## src/srq_pkg.sv

```systemverilog
package srq_pkg;

  localparam int unsigned TimeW = 32;
  localparam int unsigned FaultW = 5;
  localparam int unsigned CfgIdxW = 3;

  typedef logic [TimeW-1:0] time_word_t;
  typedef logic [FaultW-1:0] fault_mask_t;
  typedef logic [CfgIdxW-1:0] cfg_idx_t;

  typedef enum logic [1:0] {
    HEALTH_VALID    = 2'd0,
    HEALTH_DEGRADED = 2'd1,
    HEALTH_FAILED   = 2'd2
  } health_t;

  typedef enum logic {
    OP_EDGE = 1'b0,
    OP_TICK = 1'b1
  } op_t;

  typedef enum logic [CfgIdxW-1:0] {
    REG_INVERT_LEVEL   = 3'd0,
    REG_DEBOUNCE_TIME  = 3'd1,
    REG_MIN_PRESS_TIME = 3'd2,
    REG_MAX_PRESS_TIME = 3'd3,
    REG_STUCK_TIME     = 3'd4
  } reg_idx_t;

  localparam fault_mask_t FAULT_COMM     = 5'h01;
  localparam fault_mask_t FAULT_DEBOUNCE = 5'h02;
  localparam fault_mask_t FAULT_STARTUP  = 5'h04;
  localparam fault_mask_t FAULT_PLAUS    = 5'h08;
  localparam fault_mask_t FAULT_STUCK    = 5'h10;
  localparam fault_mask_t FAULT_NONE     = 5'h00;

  typedef struct packed {
    logic       op;
    logic       pin_level;
    logic       sample_ok;
    time_word_t event_time;
  } item_t;

  typedef struct packed {
    logic        state_active;
    logic        state_armed;
    logic [1:0]  state_health;
    fault_mask_t state_faults;
    time_word_t  state_time;
    logic        shift_req;
    time_word_t  request_start;
    time_word_t  request_end;
    time_word_t  request_duration;
  } result_t;

  typedef struct packed {
    logic       invert_level;
    time_word_t debounce_time;
    time_word_t min_press_time;
    time_word_t max_press_time;
    time_word_t stuck_time;
  } cfg_t;

  typedef struct packed {
    logic        started;
    time_word_t  last_edge_time;
    time_word_t  active_start;
    logic        armed_flag;
    logic        pending_check;
    logic        saved_active;
    logic        saved_armed;
    health_t     saved_health;
    fault_mask_t saved_faults;
    time_word_t  saved_time;
  } qual_state_t;

endpackage

```

## src/shift_request_input_qualifier.sv

```systemverilog
// Shift-request input qualifier.
// Input channel item_valid/item_ready/item_word carries one word per edge
// event (op edge) or stuck-check tick (op tick); output channel
// res_valid/res_ready/res_word returns exactly one result word per input.
// Configuration registers are written through cfg_we/cfg_index/cfg_data,
// one register per cycle. The user must write them only while no word is
// in flight; the block itself does not enforce this. A word accepted into
// the input register is evaluated against the qualifier state and lands
// in the result register when it advances; res_valid then holds until taken.
// Throughput: one word per cycle when unstalled. The state update is a single pass of
// compares and 32-bit subtractions between the input and result registers.
// Receiver stall: the result register holds its word; the input register
// holds one more, and item_ready drops only when both are full.
// Reset (rst, synchronous): both registers empty, qualifier state cleared
// (not started, not armed, healthy), all configuration registers zero.
module shift_request_input_qualifier (
  input  logic                clk,
  input  logic                rst,
  input  logic                item_valid,
  output logic                item_ready,
  input  srq_pkg::item_t      item_word,
  output logic                res_valid,
  input  logic                res_ready,
  output srq_pkg::result_t    res_word,
  input  logic                cfg_we,
  input  srq_pkg::cfg_idx_t   cfg_index,
  input  srq_pkg::time_word_t cfg_data
);

  srq_pkg::cfg_t        cfg;
  srq_pkg::qual_state_t st;
  srq_pkg::qual_state_t st_next;
  srq_pkg::result_t     eval_result;
  srq_pkg::item_t       stg_item;
  logic                 stg_valid;
  logic                 advance;

  srq_cfg u_cfg (
    .clk       (clk),
    .rst       (rst),
    .cfg_we    (cfg_we),
    .cfg_index (cfg_index),
    .cfg_data  (cfg_data),
    .cfg       (cfg)
  );

  srq_eval u_eval (
    .cfg     (cfg),
    .st      (st),
    .item    (stg_item),
    .st_next (st_next),
    .result  (eval_result)
  );

  assign advance = stg_valid && (!res_valid || res_ready);
  assign item_ready = !stg_valid || advance;

  always_ff @(posedge clk) begin
    if (rst) begin
      stg_valid <= 1'b0;
      res_valid <= 1'b0;
      st <= '0;
    end else begin
      if (item_ready) begin
        stg_valid <= item_valid;
      end
      if (advance) begin
        res_valid <= 1'b1;
        st <= st_next;
      end else if (res_ready) begin
        res_valid <= 1'b0;
      end
    end
  end

  always_ff @(posedge clk) begin
    if (item_valid && item_ready) begin
      stg_item <= item_word;
    end
    if (advance) begin
      res_word <= eval_result;
    end
  end

  a_advance_fills: assert property (@(posedge clk) disable iff (rst)
    advance |=> res_valid)
    else $error("result register not loaded after advance");

  a_stall_holds_stage: assert property (@(posedge clk) disable iff (rst)
    (stg_valid && res_valid && !res_ready) |=> (stg_valid && $stable(stg_item)))
    else $error("staged word lost during stall");

  a_idle_before_start: assert property (@(posedge clk) disable iff (rst)
    !st.started |-> (st.active_start == '0 && !st.armed_flag && !st.pending_check))
    else $error("press state set before first edge");

  a_edge_starts: assert property (@(posedge clk) disable iff (rst)
    (advance && stg_item.op == srq_pkg::OP_EDGE) |=> st.started)
    else $error("edge did not start qualifier");

  a_request_healthy: assert property (@(posedge clk) disable iff (rst)
    (res_valid && res_word.shift_req) |->
      (res_word.state_health == srq_pkg::HEALTH_VALID &&
       res_word.state_faults == srq_pkg::FAULT_NONE))
    else $error("request issued with faulted state");

endmodule

```

## src/srq_cfg.sv

```systemverilog
module srq_cfg (
  input  logic                 clk,
  input  logic                 rst,
  input  logic                 cfg_we,
  input  srq_pkg::cfg_idx_t    cfg_index,
  input  srq_pkg::time_word_t  cfg_data,
  output srq_pkg::cfg_t        cfg
);

  srq_pkg::cfg_t cfg_next;

  always_comb begin
    cfg_next = cfg;
    if (cfg_we) begin
      case (cfg_index)
        srq_pkg::REG_INVERT_LEVEL:   cfg_next.invert_level = cfg_data[0];
        srq_pkg::REG_DEBOUNCE_TIME:  cfg_next.debounce_time = cfg_data;
        srq_pkg::REG_MIN_PRESS_TIME: cfg_next.min_press_time = cfg_data;
        srq_pkg::REG_MAX_PRESS_TIME: cfg_next.max_press_time = cfg_data;
        srq_pkg::REG_STUCK_TIME:     cfg_next.stuck_time = cfg_data;
        default:                     cfg_next = cfg;
      endcase
    end
  end

  always_ff @(posedge clk) begin
    if (rst) begin
      cfg <= '0;
    end else begin
      cfg <= cfg_next;
    end
  end

endmodule

```

## src/srq_eval.sv

```systemverilog
module srq_eval (
  input  srq_pkg::cfg_t        cfg,
  input  srq_pkg::qual_state_t st,
  input  srq_pkg::item_t       item,
  output srq_pkg::qual_state_t st_next,
  output srq_pkg::result_t     result
);

  logic                  act;
  logic                  checks_on;
  srq_pkg::time_word_t   since_active;
  srq_pkg::time_word_t   since_edge;
  srq_pkg::time_word_t   dur;
  srq_pkg::fault_mask_t  extra;
  logic                  req;
  srq_pkg::time_word_t   req_start;
  srq_pkg::time_word_t   req_end;
  srq_pkg::time_word_t   req_dur;

  assign act = item.pin_level ^ cfg.invert_level;
  assign checks_on = (cfg.min_press_time != '0) || (cfg.max_press_time != '0);
  assign since_active = item.event_time - st.active_start;
  assign since_edge = item.event_time - st.last_edge_time;
  assign dur = (st.active_start != '0 && item.event_time >= st.active_start) ?
               since_active : '0;

  always_comb begin
    st_next = st;
    extra = srq_pkg::FAULT_NONE;
    req = 1'b0;
    req_start = '0;
    req_end = '0;
    req_dur = '0;
    if (item.op == srq_pkg::OP_TICK) begin
      if (st.saved_active && st.active_start != '0 && since_active > cfg.stuck_time) begin
        st_next.saved_time = item.event_time;
        st_next.saved_active = 1'b1;
        st_next.saved_armed = 1'b0;
        st_next.saved_health = srq_pkg::HEALTH_FAILED;
        st_next.saved_faults = srq_pkg::FAULT_STUCK;
      end
    end else if (!st.started) begin
      // first edge: sample status ignored, an active switch is a startup fault
      st_next.started = 1'b1;
      st_next.last_edge_time = item.event_time;
      st_next.active_start = act ? item.event_time : '0;
      st_next.armed_flag = !act;
      st_next.saved_time = item.event_time;
      st_next.saved_active = act;
      st_next.saved_armed = !act;
      if (act) begin
        st_next.saved_health = srq_pkg::HEALTH_FAILED;
        st_next.saved_faults = srq_pkg::FAULT_STARTUP;
      end else begin
        st_next.saved_health = srq_pkg::HEALTH_VALID;
        st_next.saved_faults = srq_pkg::FAULT_NONE;
      end
    end else if (!item.sample_ok) begin
      st_next.saved_time = item.event_time;
      st_next.saved_active = act;
      st_next.saved_armed = 1'b0;
      st_next.saved_health = srq_pkg::HEALTH_FAILED;
      st_next.saved_faults = srq_pkg::FAULT_COMM;
    end else if (since_edge < cfg.debounce_time) begin
      extra = srq_pkg::FAULT_DEBOUNCE;
    end else if (!act) begin
      // release
      st_next.last_edge_time = item.event_time;
      st_next.armed_flag = 1'b1;
      st_next.active_start = '0;
      st_next.pending_check = 1'b0;
      st_next.saved_time = item.event_time;
      st_next.saved_active = 1'b0;
      st_next.saved_armed = 1'b1;
      st_next.saved_health = srq_pkg::HEALTH_VALID;
      st_next.saved_faults = srq_pkg::FAULT_NONE;
      if (st.pending_check) begin
        if (cfg.min_press_time != '0 && dur < cfg.min_press_time) begin
          st_next.saved_health = srq_pkg::HEALTH_DEGRADED;
          st_next.saved_faults = srq_pkg::FAULT_PLAUS;
        end else if (cfg.max_press_time != '0 && dur > cfg.max_press_time) begin
          st_next.saved_health = srq_pkg::HEALTH_FAILED;
          st_next.saved_faults = srq_pkg::FAULT_STUCK;
        end else begin
          req = 1'b1;
          req_start = st.active_start;
          req_end = item.event_time;
          req_dur = dur;
        end
      end
    end else begin
      // press
      st_next.last_edge_time = item.event_time;
      st_next.active_start = item.event_time;
      if (st.armed_flag) begin
        st_next.armed_flag = 1'b0;
        if (checks_on) begin
          st_next.pending_check = 1'b1;
        end else begin
          req = 1'b1;
          req_start = item.event_time;
        end
      end
      st_next.saved_time = item.event_time;
      st_next.saved_active = 1'b1;
      st_next.saved_armed = st_next.armed_flag;
      st_next.saved_health = srq_pkg::HEALTH_VALID;
      st_next.saved_faults = srq_pkg::FAULT_NONE;
    end
  end

  always_comb begin
    result.state_active = st_next.saved_active;
    result.state_armed = st_next.saved_armed;
    result.state_health = st_next.saved_health;
    result.state_faults = st_next.saved_faults | extra;
    result.state_time = st_next.saved_time;
    result.shift_req = req;
    result.request_start = req_start;
    result.request_end = req_end;
    result.request_duration = req_dur;
  end

endmodule
```

## config.mk

```make
export PLATFORM = sky130hd
export DESIGN_NAME = shift_request_input_qualifier
export DESIGN_NICKNAME = d
export VERILOG_FILES = /design/src/srq_pkg.sv /design/src/shift_request_input_qualifier.sv /design/src/srq_cfg.sv /design/src/srq_eval.sv
export SDC_FILE = /design/constraint.sdc
export NUM_CORES = 1
export LEC_CHECK = 0
export BUFFER_PORTS_ARGS = -buffer_cell sky130_fd_sc_hd__buf_2
export CAP_MARGIN = 5
export CORE_MARGIN = 8
export CORE_UTILIZATION = 45
export CTS_CLUSTER_SIZE = 10
export DETAILED_ROUTE_END_ITERATION = 10
export PLACE_DENSITY_LB_ADDON = 0.05
export SLEW_MARGIN = 10
export SYNTH_ARGS = -nofsm -noshare
export SYNTH_HDL_FRONTEND = slang
export SYNTH_SLANG_ARGS = --single-unit
```

## constraint.sdc

```tcl
create_clock -name clk -period 7.79 [get_ports clk]
set_clock_uncertainty 0.05 [all_clocks]
set_input_delay 1.558 -clock clk [delete_from_list [all_inputs] [get_ports clk]]
set_output_delay 1.558 -clock clk [all_outputs]
set_load 0.01 [all_outputs]
```

==> reports/metrics.cfg <==
[run_status]
status = completed

[synth]
synth.avg_cell_area_um2 = 8.87
postSynth.asyncResetShare = 0
synth_edf_count = 173
synth_compound_area_frac = 0.158
synth.net_count = 2722
synthDistinctLibCells = 74
postSynthRegisterBits = 412
ys_seq_area_frac = 0.458
syn_inst = 2458
synth_top_family_by_area = simple AND/OR/NAND/NOR gates
synth_warnings = 0
synth.mux.area_fraction = 0.0174
netlist_area_mm2 = 0.0218
synth-xor-area-share = 0.0237
ys.flop_type = dfxtp_1
synth-adder-area-share = 0.109
yosys.area_share.simple = 0.172

[worst_setup_path]
cp.required_ns = 8.21
r2r_slack_ns = 0.59
cp-end-kind = flop
r2r_end = res_word[68]$_SDFFCE_PP0P_
path_class = reg -> reg
cp_common_cell = nor4_1
path_cells = ha_1 > nor2_1 > nor4b_1 > inv_1 > a211oi_1 > nor4_1 > o41ai_1 > o21ai_0 > and4b_1 > nor4_1 > nor2_1 > ha_1 > nand4_1 > nor4_1 > nand3_1 > or4_1 > o311a_1 > a2111oi_4 > buf_4 > a22o_1
reg2reg_from = stg_item[6]$_DFFE_PP_
critPathLaunchType = flop
cp.arrival_ns = 7.62
slowest_delay_ns = 0.68
crit_path_end = res_word[68]$_SDFFCE_PP0P_
crit_fanout = 66
path_delay_family = simple AND/OR/NAND/NOR gates
startpoint = stg_item[6]$_DFFE_PP_
r2r_cells = 20
cp_slowest_cell = o41ai_1
crit_cells = 20
cp.buffers_inverters = 2

[floorplan]
io_pins = 215
num_rows = 80
core-area_mm2 = 0.0477
dieWidth_um = 236
start_util = 0.457
dieArea_mm2 = 0.0558
die-height_um = 236

[power]
swShare = 0.293
combPwrFrac = 0.192
p_total_mw = 5.82
p_leak_nw = 9.51
netSwitchingPower_mw = 1.71
irDropWorstVdd_mv = 0.155
p_clk_frac = 0.398
power_frac_seq = 0.410
power.internal_mw = 4.11
power_density_mw_per_mm2 = 230

[clock_tree]
tritoncts = yes
post-cts-setup-buffers = 0
cts_buffers = 50
root_buffer = clkbuf_16
clkLatencyLatePin_ns = 0.61
cts_resized = 0
htree_levels = 2
cts.sinks = 412
clk_pin_slew_ns = 0.06
holdBufCountCts = 0
clockBufferDepth = 3

[drt]
firstDrtPassIters = 5
drc_errors = 0
drtAntennaViolNets = 0
via_per_inst = 5.62
via_count = 18700
drtIter0Drc = 1473
routedWlPerCell_um = 22.9
routed_wl_mm = 76.1

[run]
maxCapViolCount = 0

[sta]
setup_viol = 0
max_slew_margin = 0.247
tightest_slew_ns = 1.13
min_period_over_period = 0.925
finalCriticalPeriod_ns = 7.20
maxSlewViolCount = 0
max_freq_mhz = 139
timing.hold.ws_ns = 0.403
rsz0062_at_grt = no
tns_ns = 0
hold_viol = 0

[global_routing]
grt_overflow = 0
grt_max_degree = 104
antenna_found_initial = 5
grtUsageTotal = 0.263
grt_pass1_vias = 18000
grt_pass1_wl_mm = 113

[finish]
n_antenna_cell = 0
area_delta_synth_final_pct = 15.9
stdcell_count = 3322
nets = 2929
layout_commonest_cell = nand2_1
most-common-layout-cells = nand2_1 (467), a21oi_1 (309), inv_1 (245), dfxtp_1 (239), buf_2 (213)
drive_gt1_frac = 0.144
nFillCells = 4484
final_util = 0.529

[worst_hold_path]
worstHoldPathType = reg -> reg
holdCritStartpoint = u_cfg.cfg[8]$_SDFFE_PP0P_

[place]
gp_congestion = 0.915
placedCellCount = 3228
hpwl_mm = 57.3
io_buffers = 214

[cells in the mapped netlist, types with 10 or more instances]
cell	n	area [um^2]
nor2_1	137	514
nand2_1	468	1760
a22o_1	32	280
and2_1	38	238
o21a_1	14	105
nor3_1	20	100
o21ai_0	60	300
o211ai_1	10	75.1
or2_2	12	75.1
xnor2_1	31	272
a21oi_1	309	1550
mux2_2	32	360
nand4_1	35	219
xor2_1	28	245
nand3_1	59	295
ha_1	187	2340
dfxtp_1	239	4780
nor4_1	33	206
nand2b_1	14	87.6
clkbuf_1	98	368
a211oi_1	18	135
nor2b_1	15	93.8
a21o_1	37	278
inv_1	246	923
edfxtp_1	173	5190
[power by group through the flow]
stage	Clock (mW)	Combinational (mW)	Sequential, mW
finish	2.31	1.12	2.39
global route	2.43	1.23	2.40
CTS	2.35	1.11	2.39
detailed placement	0	1.11	2.43
global placement	0	1.09	2.43
floorplan	0	0.696	2.43
[per-layer routing]
metal  track usage  vias up  routed length [um]
met1         0.351     9029               33200
met3        0.0386      113                4920
met4        0.0728        0                1880
li1              -     8927                   -
met2         0.442      590               36100
met5             0        -                   0
[worst min-delay path by stage]
stage	endpoint	slack (ns)	depth (start not counted)
3_3_place_gp	st[19]$_SDFFE_PP0P_	0.39	2
2_1_floorplan	st[33]$_SDFFE_PP0P_	0.37	2
4_1_cts	st[6]$_SDFFE_PP0P_	0.40	2
3_5_place_dp	st[6]$_SDFFE_PP0P_	0.39	2
5_1_grt	st[79]$_SDFFE_PP0P_	0.42	2
6_report	u_cfg.cfg[8]$_SDFFE_PP0P_	0.40	2
[kinds of logic (layout without fill, tap and decap cells)]
kind of cell	Yosys count	in the layout
AOI/OAI and AO/OA	558	558
DFF	412	412
buffers and inverters	354	603
muxes	34	34
adders and majority gates	189	189
xor gates and xnor gates	59	59
and+or+nand+nor	852	852
[worst min-delay path: cells and delay by family (launching register included)]
kind | cells | cell delay [ns]
AOI/OAI and AO/OA | 1 | 0.05
DFF | 1 | 0.31
and+or+nand+nor | 1 | 0.05
[flip-flops by register name, indices dropped and copies added, names as in the netlist]
signal and flops:
st 108, u_cfg.cfg 129, res_valid 1, stg_item 35
stg_valid 1, res_word 138
[area by class of cell]
| type | count | area (um^2) | share of cell area |
|---|---|---|---|
| clock buffer | 87 | 1460 | 0.0578 |
| clock inverter | 7 | 154 | 0.00609 |
| inverter | 247 | 932 | 0.0369 |
| multi-input combinational | 1692 | 10500 | 0.416 |
| sequential | 412 | 9980 | 0.395 |
| tap | 615 | 769 | 0.0305 |
| timing repair buffer | 262 | 1450 | 0.0574 |
[per-stage QoR]
| stage | setup WS [ns] | cell area, um^2 |
|---|---|---|
| global route | 0.0234 | 25300 |
| finish | 0.586 | 25300 |
| global placement | 0.830 | 23700 |
| floorplan | 0.419 | 21800 |
| detailed placement | 0.737 | 23700 |
| CTS | 0.664 | 25300 |
(Power assumes the default switching activity.)
